**src/design/dlrp_pkg.sv**
```systemverilog
package dlrp_pkg;

  localparam int unsigned MAX_MESSAGE_BYTES_DEF = 5;

  localparam logic [9:0] LVC_RESET     = 10'd420;
  localparam logic [7:0] TIMEOUT_RESET = 8'd100;

  // Register indexes
  localparam logic [0:0] REG_LVC     = 1'b0;
  localparam logic [0:0] REG_TIMEOUT = 1'b1;

  // Result kinds
  localparam logic [2:0] KIND_REPLY  = 3'd0;
  localparam logic [2:0] KIND_ASSIST = 3'd1;
  localparam logic [2:0] KIND_MODE   = 3'd2;
  localparam logic [2:0] KIND_LIGHTS = 3'd3;
  localparam logic [2:0] KIND_LIMIT  = 3'd4;

  // Message types and opcodes
  localparam logic [7:0] TYPE_READ  = 8'h11;
  localparam logic [7:0] TYPE_WRITE = 8'h16;
  localparam logic [7:0] OP_STATUS  = 8'h08;
  localparam logic [7:0] OP_CURRENT = 8'h0a;
  localparam logic [7:0] OP_BATTERY = 8'h11;
  localparam logic [7:0] OP_SPEED   = 8'h20;
  localparam logic [7:0] OP_Z3A     = 8'h21;
  localparam logic [7:0] OP_Z3B     = 8'h22;
  localparam logic [7:0] OP_Z3C     = 8'h24;
  localparam logic [7:0] OP_Z5      = 8'h25;
  localparam logic [7:0] OP_MOVING  = 8'h31;
  localparam logic [7:0] OP_ASSIST  = 8'h0b;
  localparam logic [7:0] OP_MODE    = 8'h0c;
  localparam logic [7:0] OP_LIGHTS  = 8'h1a;
  localparam logic [7:0] OP_LIMIT   = 8'h1f;

  // Mode and lights argument codes
  localparam logic [7:0] MODE_ECO   = 8'h02;
  localparam logic [7:0] MODE_SPORT = 8'h04;
  localparam logic [7:0] LIGHTS_OFF = 8'hf0;
  localparam logic [7:0] LIGHTS_ON  = 8'hf1;

  // Map an assist code to a level; bit 4 set means unknown
  function automatic logic [4:0] assist_level(input logic [7:0] code);
    logic [4:0] r;
    case (code)
      8'h00:   r = 5'd0;
      8'h01:   r = 5'd1;
      8'h0b:   r = 5'd2;
      8'h0c:   r = 5'd3;
      8'h0d:   r = 5'd4;
      8'h02:   r = 5'd5;
      8'h15:   r = 5'd6;
      8'h16:   r = 5'd7;
      8'h17:   r = 5'd8;
      8'h03:   r = 5'd9;
      8'h06:   r = 5'd10;
      default: r = 5'h10;
    endcase
    return r;
  endfunction

endpackage

```
**src/design/display_link_request_parser.sv**
```systemverilog
// Sequence: a tick is handled in S_IDLE; a byte that ends no request stalls the input through S_DEC and S_DONE.
//   The first result is registered in S_EMIT after S_DEC, or after the S_DIV loop for battery percent
//   (q compare-and-subtract steps in the divider loop, q at most 100).
// Flow: one item at a time; results leave one per cycle without stall, and the input
//   reopens once S_EMIT and then S_DONE close out the list after the last result is taken.
// Reset (rst, synchronous): empties the buffer, clears idle count, restores 420/100 registers.
module display_link_request_parser #(
  parameter int unsigned MAX_MESSAGE_BYTES = dlrp_pkg::MAX_MESSAGE_BYTES_DEF
) (
  input  logic        clk,
  input  logic        rst,
  input  logic        in_valid,
  output logic        in_stall,
  input  logic        func,
  input  logic [7:0]  rx_byte,
  input  logic [11:0] battery_current_x10,
  input  logic [9:0]  battery_voltage_x10,
  input  logic [15:0] wheel_ticks_per_minute,
  input  logic        wheel_moving,
  output logic        out_valid,
  input  logic        out_stall,
  output logic [2:0]  kind,
  output logic [15:0] value,
  output logic        last,
  input  logic        cfg_valid,
  output logic        cfg_ready,
  input  logic        cfg_index,
  input  logic [15:0] cfg_data
);

  localparam int unsigned CW = $clog2(MAX_MESSAGE_BYTES + 1);
  localparam int unsigned AW = $clog2(MAX_MESSAGE_BYTES);

  typedef enum logic [4:0] {
    S_IDLE = 5'b00001,
    S_DEC  = 5'b00010,
    S_DIV  = 5'b00100,
    S_EMIT = 5'b01000,
    S_DONE = 5'b10000
  } state_t;

  state_t state;

  logic [9:0]  lvc;
  logic [7:0]  timeout;
  logic [7:0]  mem [MAX_MESSAGE_BYTES];
  logic [CW-1:0] byte_count;
  logic [7:0]  idle_ms;

  // Latched item
  logic [7:0]  b0, b1, b2, b3, b4;
  logic [11:0] cur;
  logic [9:0]  volt;
  logic [15:0] speed;
  logic        moving;

  // Result list
  logic [2:0]  res_kind;
  logic [15:0] res_v0, res_v1, res_v2;
  logic [2:0]  res_n;
  logic [2:0]  res_i;

  // Divider
  logic [16:0] num;
  logic [9:0]  den;
  logic [6:0]  quo;

  logic [10:0] maxv;
  logic [9:0]  vclamp;
  logic [7:0]  cur2;
  logic [15:0] cur_prod;
  logic [4:0]  lvl_code;

  // Decoded request
  logic        dec_keep;
  logic        dec_div;
  logic [2:0]  dec_kind;
  logic [15:0] dec_v0, dec_v1, dec_v2;
  logic [2:0]  dec_n;

  assign maxv     = 11'(({3'b000, lvc} * 13'd7) >> 2);
  assign vclamp   = ({1'b0, volt} > maxv) ? maxv[9:0] : volt;
  assign cur2     = {cur[6:0], 1'b0};
  // Divide by ten through a reciprocal multiply, exact for 8-bit values
  assign cur_prod = {8'd0, cur2} * 16'd205;
  assign lvl_code = dlrp_pkg::assist_level(b2);

  assign in_stall  = (state != S_IDLE);
  assign cfg_ready = (state == S_IDLE);

  // Read the first five buffer entries, indexes wrapped to the buffer depth
  always_comb begin
    b0 = mem[0];
    b1 = mem[1 % MAX_MESSAGE_BYTES];
    b2 = mem[2 % MAX_MESSAGE_BYTES];
    b3 = mem[3 % MAX_MESSAGE_BYTES];
    b4 = mem[4 % MAX_MESSAGE_BYTES];
  end

  // Store bytes into the request buffer
  always_ff @(posedge clk) begin
    if (state == S_IDLE && in_valid && !func && byte_count < CW'(MAX_MESSAGE_BYTES))
      mem[byte_count[AW-1:0]] <= rx_byte;
  end

  // Decode the buffered request into a result list
  always_comb begin
    dec_keep = 1'b0;
    dec_div  = 1'b0;
    dec_kind = dlrp_pkg::KIND_REPLY;
    dec_v0   = '0;
    dec_v1   = '0;
    dec_v2   = '0;
    dec_n    = '0;
    if (b0 == dlrp_pkg::TYPE_READ || b0 == dlrp_pkg::TYPE_WRITE) begin
      if (byte_count < CW'(2)) begin
        dec_keep = 1'b1;
      end else if (b0 == dlrp_pkg::TYPE_READ) begin
        case (b1)
          dlrp_pkg::OP_STATUS: begin
            dec_n = 3'd1;
          end
          dlrp_pkg::OP_CURRENT: begin
            dec_v0 = {11'd0, cur_prod[15:11]};
            dec_v1 = dec_v0;
            dec_n  = 3'd2;
          end
          dlrp_pkg::OP_BATTERY: begin
            dec_n = 3'd2;
            if (maxv <= {1'b0, lvc}) begin
              dec_v0 = (vclamp >= lvc) ? 16'd100 : 16'd0;
              dec_v1 = dec_v0;
            end else if (vclamp > lvc) begin
              dec_div = 1'b1;
            end
          end
          dlrp_pkg::OP_SPEED: begin
            dec_v0 = {8'd0, speed[15:8]};
            dec_v1 = {8'd0, speed[7:0]};
            dec_v2 = {8'd0, 8'(8'h20 + speed[15:8] + speed[7:0])};
            dec_n  = 3'd3;
          end
          dlrp_pkg::OP_Z3A, dlrp_pkg::OP_Z3B, dlrp_pkg::OP_Z3C: begin
            dec_n = 3'd3;
          end
          dlrp_pkg::OP_Z5: begin
            dec_n = 3'd5;
          end
          dlrp_pkg::OP_MOVING: begin
            dec_v0 = moving ? 16'h30 : 16'h31;
            dec_v1 = dec_v0;
            dec_n  = 3'd2;
          end
          default: ;
        endcase
      end else begin
        case (b1)
          dlrp_pkg::OP_ASSIST: begin
            if (byte_count < CW'(3)) dec_keep = 1'b1;
            else if (!lvl_code[4]) begin
              dec_kind = dlrp_pkg::KIND_ASSIST;
              dec_v0   = {12'd0, lvl_code[3:0]};
              dec_n    = 3'd1;
            end
          end
          dlrp_pkg::OP_MODE: begin
            if (byte_count < CW'(3)) dec_keep = 1'b1;
            else if (b2 == dlrp_pkg::MODE_ECO || b2 == dlrp_pkg::MODE_SPORT) begin
              dec_kind = dlrp_pkg::KIND_MODE;
              dec_v0   = {15'd0, b2 == dlrp_pkg::MODE_SPORT};
              dec_n    = 3'd1;
            end
          end
          dlrp_pkg::OP_LIGHTS: begin
            if (byte_count < CW'(3)) dec_keep = 1'b1;
            else if (b2 == dlrp_pkg::LIGHTS_OFF || b2 == dlrp_pkg::LIGHTS_ON) begin
              dec_kind = dlrp_pkg::KIND_LIGHTS;
              dec_v0   = {15'd0, b2 == dlrp_pkg::LIGHTS_ON};
              dec_n    = 3'd1;
            end
          end
          dlrp_pkg::OP_LIMIT: begin
            if (byte_count < CW'(5)) dec_keep = 1'b1;
            else if (8'(b2 + b3) == b4) begin
              dec_kind = dlrp_pkg::KIND_LIMIT;
              dec_v0   = {b2, b3};
              dec_n    = 3'd1;
            end
          end
          default: ;
        endcase
      end
    end
  end

  // Sequencer
  always_ff @(posedge clk) begin
    if (rst) begin
      state      <= S_IDLE;
      lvc        <= dlrp_pkg::LVC_RESET;
      timeout    <= dlrp_pkg::TIMEOUT_RESET;
      byte_count <= '0;
      idle_ms    <= '0;
      out_valid  <= 1'b0;
      res_n      <= '0;
      res_i      <= '0;
    end else begin
      case (state)
        S_IDLE: begin
          if (cfg_valid) begin
            if (cfg_index == dlrp_pkg::REG_LVC) lvc <= cfg_data[9:0];
            else timeout <= cfg_data[7:0];
          end
          if (in_valid) begin
            cur    <= battery_current_x10;
            volt   <= battery_voltage_x10;
            speed  <= wheel_ticks_per_minute;
            moving <= wheel_moving;
            if (func) begin
              if (byte_count != '0) begin
                if (idle_ms >= timeout) begin
                  byte_count <= '0;
                  idle_ms    <= '0;
                end else idle_ms <= idle_ms + 8'd1;
              end
            end else begin
              idle_ms <= '0;
              if (byte_count >= CW'(MAX_MESSAGE_BYTES)) byte_count <= '0;
              else begin
                byte_count <= byte_count + CW'(1);
                state      <= S_DEC;
              end
            end
          end
        end
        // Load the result list, keep or clear the buffer
        S_DEC: begin
          res_kind <= dec_kind;
          res_v0   <= dec_v0;
          res_v1   <= dec_v1;
          res_v2   <= dec_v2;
          res_n    <= dec_n;
          res_i    <= '0;
          quo      <= '0;
          den      <= 10'(maxv - {1'b0, lvc});
          num      <= 17'(({7'd0, vclamp} - {7'd0, lvc}) * 17'd100);
          if (!dec_keep) byte_count <= '0;
          if (dec_div) state <= S_DIV;
          else if (dec_n != '0) state <= S_EMIT;
          else state <= S_DONE;
        end
        // One compare and subtract per cycle
        S_DIV: begin
          if (num >= {7'd0, den} && quo < 7'd100) begin
            num <= num - {7'd0, den};
            quo <= quo + 7'd1;
          end else begin
            res_v0 <= {9'd0, quo};
            res_v1 <= {9'd0, quo};
            res_n  <= 3'd2;
            state  <= S_EMIT;
          end
        end
        // Present results one at a time
        S_EMIT: begin
          if (!out_valid || !out_stall) begin
            if (res_i == res_n) begin
              out_valid <= 1'b0;
              state     <= S_DONE;
            end else begin
              out_valid <= 1'b1;
              kind      <= res_kind;
              value     <= (res_i == 3'd0) ? res_v0 : (res_i == 3'd1) ? res_v1 :
                           (res_i == 3'd2 && res_kind == dlrp_pkg::KIND_REPLY) ? res_v2 : '0;
              last      <= (res_i + 3'd1 == res_n);
              res_i     <= res_i + 3'd1;
            end
          end
        end
        S_DONE: begin
          if (!out_valid || !out_stall) begin
            out_valid <= 1'b0;
            state     <= S_IDLE;
          end
        end
        default: state <= S_IDLE;
      endcase
    end
  end

endmodule
```
**config.mk**
```make
export PLATFORM = sky130hd
export DESIGN_NAME = display_link_request_parser
export DESIGN_NICKNAME = d
export VERILOG_FILES = /design/src/design/dlrp_pkg.sv /design/src/design/display_link_request_parser.sv
export SDC_FILE = /design/constraint.sdc
export NUM_CORES = 1
export LEC_CHECK = 0
export BUFFER_PORTS_ARGS = -buffer_cell sky130_fd_sc_hd__buf_2
export CELL_PAD_IN_SITES_DETAIL_PLACEMENT = 0
export CELL_PAD_IN_SITES_GLOBAL_PLACEMENT = 1
export CORE_MARGIN = 4
export CORE_UTILIZATION = 44
export DETAILED_ROUTE_END_ITERATION = 10
export PLACE_DENSITY = 0.89
export SETUP_SLACK_MARGIN = 0.15
export SYNTH_ARGS = -nofsm -noshare
export SYNTH_HDL_FRONTEND = slang
export SYNTH_SLANG_ARGS = --single-unit
```
**constraint.sdc**
```tcl
create_clock -name clk -period 8.3 [get_ports clk]
set_clock_uncertainty 0.2 [all_clocks]
set_input_delay 1.66 -clock clk [delete_from_list [all_inputs] [get_ports clk]]
set_output_delay 1.66 -clock clk [all_outputs]
set_load 0.01 [all_outputs]
```
# --- Word level (Yosys, flattened, before mapping) ---
# Memories as Yosys holds them, arrays and structs flattened.
# Cells that the tools add are included.
totals:
  regBits: 180
  ram_bits: 40
  mem_bits_ro: 160
  in_bits: 70
  output_inout_bits: 23
  word_cells: 233
  memories: 2
mem_list:
  columns: ["memory", "words", "word_bits", "rd", "rd_ports_with_merged_regs", "write_ports", "line", "rtl"]
  rows:
  - ["(no name shown)", 32, 5, 1, 0, 0, "dlrp_pkg.sv:45", "case (code)"]
  - ["mem", 5, 8, 5, 0, 1, "display_link_request_parser.sv:46", "logic [7:0] mem [MAX_MESSAGE_BYTES];"]
op_classes:
  addsub: 10
  mul: 3
  n_lt_le_gt_ge: 11
  eq_ne: 43
  n_mux: 95
  bitwise: 6
  reduce_logical: 40
op_table:
  columns: ["op", "n"]
  rows:
  - ["two-way mux 16 bit", 9]
  - ["case mux 16 bit (2 select lines)", 2]
  - ["case mux 16 bit (4 select lines)", 1]
  - ["case mux 8 bit (4 select lines)", 2]
  - ["two-way mux 5 bit", 10]
  - ["equality test 8 x 6 -> 1 bit, second input constant", 6]
  - ["two-way mux 8 bit", 6]
  - ["two-way mux 3 bit", 14]
  - ["equality test 8 x 5 -> 1 bit, second input constant", 5]
  - ["case mux 17 bit (2 select lines)", 1]
  - ["equality test 8 x 4 -> 1 bit, second input constant", 4]
  - ["two-way mux 1 bit", 29]
  - ["case mux 5 bit (5 select lines)", 1]
  - ["case mux 3 bit (4 select lines)", 2]
  - ["AND reduction 3 bit", 8]
  - ["two-way mux 7 bit", 3]
  - ["inequality test 2 bit, second input constant", 10]
  - ["case mux 3 bit (2 select lines)", 3]
  - [">= comparator 17 x 10 -> 1 bit", 1]
  - ["multiplier 17 x 5 -> 15 bit, second input constant", 1]
  - ["two-way mux 17 bit", 1]
  - ["subtractor 17 x 10 -> 17 bit", 1]
  - ["adder 8 bit", 2]
  - ["equality test 8 bit, second input constant", 2]
  - ["other kinds (50)", 84]

# --- Longest topological paths before layout ---
# An unclocked memory read counts as a cell.
depth:
  word_depth: 13
  ltp_mapped: 35
  depth_no_buf: 34

# --- Least setup slack after synthesis ---
# OpenSTA, ideal clock, no wires.
synth_timing:
  path_type: "register to register"
  from: "reg lvc[1]"
  to: "reg num[16], data pin"
  setup_time_ns: 0.260
  t_arrival_ns: 7.684
  t_required_ns: 7.840
  slack_ns: 0.157
  path_stages_with_launch: 34
  n_path_buf: 1
  synth_period_minus_slack_ns: 8.143
  cell_sequence: "dfxtp_1 > fa_1 > ha_1 > fa_1 > a211oi_1 > o21ai_0 > nand2_1 > xor2_1 > inv_1 > ha_1 > nand3_1 > nor4_1 > a21oi_1 > o2111ai_1 > clkbuf_1 > mux2_2 > ha_1 > or2_2 > o31ai_1 > a31oi_1 > a21o_1 > a21oi_1 > xor2_1 > inv_1 > ha_1 > ha_1 > inv_1 > fa_1 > inv_1 > ha_1 > a31o_2 > a21oi_1 > xnor3_1 > mux2_2"
synth_via:
  elab_chain_cells: 6
synth_rtl:
  columns: ["element", "line", "rtl"]
  rows:
  - ["from (decl)", "display_link_request_parser.sv:44", "logic [9:0] lvc;"]
  - ["from (signal assigned)", "display_link_request_parser.sv:200", "lvc <= dlrp_pkg::LVC_RESET;"]
  - ["from (signal assigned)", "display_link_request_parser.sv:211", "if (cfg_index == dlrp_pkg::REG_LVC) lvc <= cfg_data[9:0];"]
  - ["multiplier 10 x 3 -> 13 bit", "display_link_request_parser.sv:81", "assign maxv = 11'(({3'b000, lvc} * 13'd7) >> 2);"]
  - ["> comparator 10 x 11 -> 1 bit", "display_link_request_parser.sv:82", "assign vclamp = ({1'b0, volt} > maxv) ? maxv[9:0] : volt;"]
  - ["two-way mux 10 bit", "display_link_request_parser.sv:82", null]
  - ["subtractor 10 x 10 -> 11 bit *", "display_link_request_parser.sv:246", "num <= 17'(({7'd0, vclamp} - {7'd0, lvc}) * 17'd100);"]
  - ["multiplier 17 x 5 -> 15 bit *", "display_link_request_parser.sv:246", null]
  - ["case mux 17 bit (2 select lines) *", "display_link_request_parser.sv:208", "case (state)"]
  - ["to (signal assigned)", "display_link_request_parser.sv:246", null]
  - ["to (signal assigned)", "display_link_request_parser.sv:255", "num <= num - {7'd0, den};"]
  - ["to (decl)", "display_link_request_parser.sv:64", "logic [16:0] num;"]
# Mark *: on every way between the ends. The rest lies on a longest branch, timed or not.
# A chain may end at the register's enable or synchronous reset.

# --- Worst setup path in the final report ---
layout_timing:
  from: "reg lvc[2]"
  to: "reg num[16], data pin"
# The elaborated chain is that of the path after synthesis.

==> results.yml <==
run_status:
  status: "finished, final reports clean"
setup_path:
  path_common_cell: "ha_1"
  cp-start-kind: "register"
  cp_top_family: "adder cells"
  crit_arrival_ps: 8040
  path_buf_inv: 4
  cp_max_fo: 5
  critPathMaxStageDelay_ps: 490
  cp-end-kind: "register"
  required_ps: 8390
  slowest_stage: "fa_1"
  worstSetupPathType: "register to register"
logic_synthesis:
  synth_compound_area_frac: 0.130
  synthMuxAreaShare: 0.0236
  synthArstFlopShare: 0
  synth_nets: 1640
  yosysUniqueCellTypes: 75
  ys.flop_type: "edfxtp_1"
  ys_ff_latch: 204
  syn_area_per_cell_um2: 10.2
  netlist_area_mm2: 0.0141
  ys_seq_area_frac: 0.405
  synthAdderAreaFrac: 0.187
  yosysWarnings: 0
  synth_edf_count: 163
  synth_simple_gate_area_frac: 0.146
  yosys.area_share.xor_xnor: 0.0606
  syn_inst: 1378
  synth_top_family_by_area: "adder cells"
timing:
  relSlewSlack: 0.197
  period_share: 0.959
  fin_crit_ps: 7960
  fin_ws_ps: 341
  hold_ws_ps: 276
  setup_violations: 0
  max_freq_ghz: 0.126
  rsz0062_at_grt: "true"
  finalMaxSlewViolations: 0
  finalHoldViolCount: 0
  worst_slew_pin_slew_ps: 1210
cells_and_area:
  stdcell_count: 1924
  antenna_cells: 0
  nets: 1766
  final_layout_size_suffix_gt1_frac: 0.173
  syn_to_final_growth_pct: 16.7
  num-fill-cells: 2805
clocking:
  clockRootBuffer: "clkbuf_16"
  cts-htree-levels: 1
  clk_pin_slew_ps: 60
  clk_path_buf_depth: 3
  cts-buffers-inserted: 24
  cts_tree: "built"
  cts.sinks: 204
  hold_buffers: 0
  clkLatencyLatePin_ps: 540
global_route:
  grt_max_degree: 35
  grtUsageTotal: 0.183
  grt_pass1_vias: 10300
  grt-ovfl-total: 0
  antenna_found_initial: 2
  grt_pass1_wl_um: 53100
flow_run:
  cap_violations: 0
floorplan:
  rows: 65
  io_pins: 93
  coreArea_mm2: 0.0316
  fp.dieH_um: 187
  die_area_mm2: 0.0350
  dieWidth_um: 187
  start_util: 0.447
routing:
  drt-total-wl_um: 33100
  drt.antenna.violating_nets: 0
  first_pass_iters: 6
  post_drt_wl_per_cell_um: 17.2
  vias: 10700
  post-route-drc-count: 0
  drtIter0Drc: 822
  viasPerCell: 5.54
placed_design:
  pre_cts_ws_ps: -96.6
  dp_hpwl_um: 25000
  numPortBuffers: 81
  place.gp.congestion: 0.898
  dp.cells: 1867
worst_hold_path:
  hold_class: "register to register"
final timing paths:
kind	startpoint	to	slack, ps	depth (start not counted)
min	timeout[6]	timeout[6]	280	2
max	lvc[2]	num[16]	340	33
max reg2reg	lvc[2]	num[16]	340	33
min reg2reg	timeout[6]	timeout[6]	280	2
layer usage:
metal  track usage  share of wire  up-vias
li1              -              -     5255
met1         0.262           0.46     5044
met2         0.291           0.45      307
met3        0.0310          0.059       56
met4        0.0475          0.023        4
met5             0         0.0010        -
through the flow:
stage / area, um^2 / TNS [ps] / utilization
after floorplan: 14100 / 0 / -
after detailed placement: 15200 / -96.6 / 0.481
after CTS: 16100 / 0 / 0.510
final: 16500 / 0 / 0.522
after global placement: 15200 / 0 / 0.481
after global routing: 16500 / -12.7 / 0.522
worst min-delay path: stages (launching register included):
cell and delay (ps):
dfxtp_1 330, mux2i_1 70, nand2_1 50
cell type report:
cell class                      count  area [um^2]  area share
Clock inverter                     18          258      0.0157
Timing Repair Buffer              138          863      0.0524
Tap cell                          402          503      0.0306
Clock buffer                       26          608      0.0369
Inverter                          125          469      0.0285
Sequential cell                   204         5730       0.348
Multi-Input combinational cell   1011         8040       0.488
cell families after synthesis:
logic type,after synthesis
flip-flops,204
XOR/XNOR,96
AND/OR/NAND/NOR,407
adder cells (fa/ha/maj),192
AO/OA/AOI/OAI,284
multiplexers,32
buffers and inverters,163
placed cells by master (no fill, tap or decap), drive strengths merged, types with 7 or more instances in the layout:
master,count
inv,128
a221oi,7
or3,9
o31ai,11
fa,32
o21a,11
nand2,93
nor2,105
a21o,20
clkbuf,27
nand2b,18
nand4,11
and3,14
mux2,10
edfxtp,163
mux2i,22
nor3,36
nand3b,8
a211oi,13
xor2,35
o211ai,13
o21ai,57
dfxtp,41
nor4,13
a22oi,13
xnor2,60
nand3,43
buf,137
nor2b,11
ha,160
a21oi,80
and2,21
a31oi,11
state kept, by name (all words and copies together), names as in the netlist, 5 cells and up:
name     flops
cur          7
den         10
idle_ms      8
lvc         10
mem         40
num         17
quo          7
res_v0      16
res_v1       8
res_v2       8
speed       16
state        5
timeout      8
value       16
volt        10
what timing repair did:
| item | CTS | global route |
|---|---|---|
| cloned | 0 | 1 |
| resized for setup | 10 | 49 |
| pin swaps | 0 | 34 |
| setup buffers | 1 | 11 |
| setup endpoints to repair | 1 | 4 |
synthesized netlist by cell type, drive strengths merged, types with 13 or more instances:
library cell	number	area [um^2]
clkbuf	27	101
nor3	36	180
nor4	13	96.3
nor2	105	394
xor2	35	307
xnor2	60	526
nand3	43	215
a211oi	13	97.6
nand2	93	352
ha	160	2000
mux2i	22	220
edfxtp	163	4890
inv	125	469
and3	14	87.6
nand2b	18	113
and2	21	131
o21ai	57	285
dfxtp	41	821
o211ai	13	97.6
a21o	20	150
fa	32	641
a22oi	13	97.6
a21oi	80	400
Power is left out: the tool's default activity adds up to more than one toggle a clock period on the data nets, which glitch-free logic cannot reach.
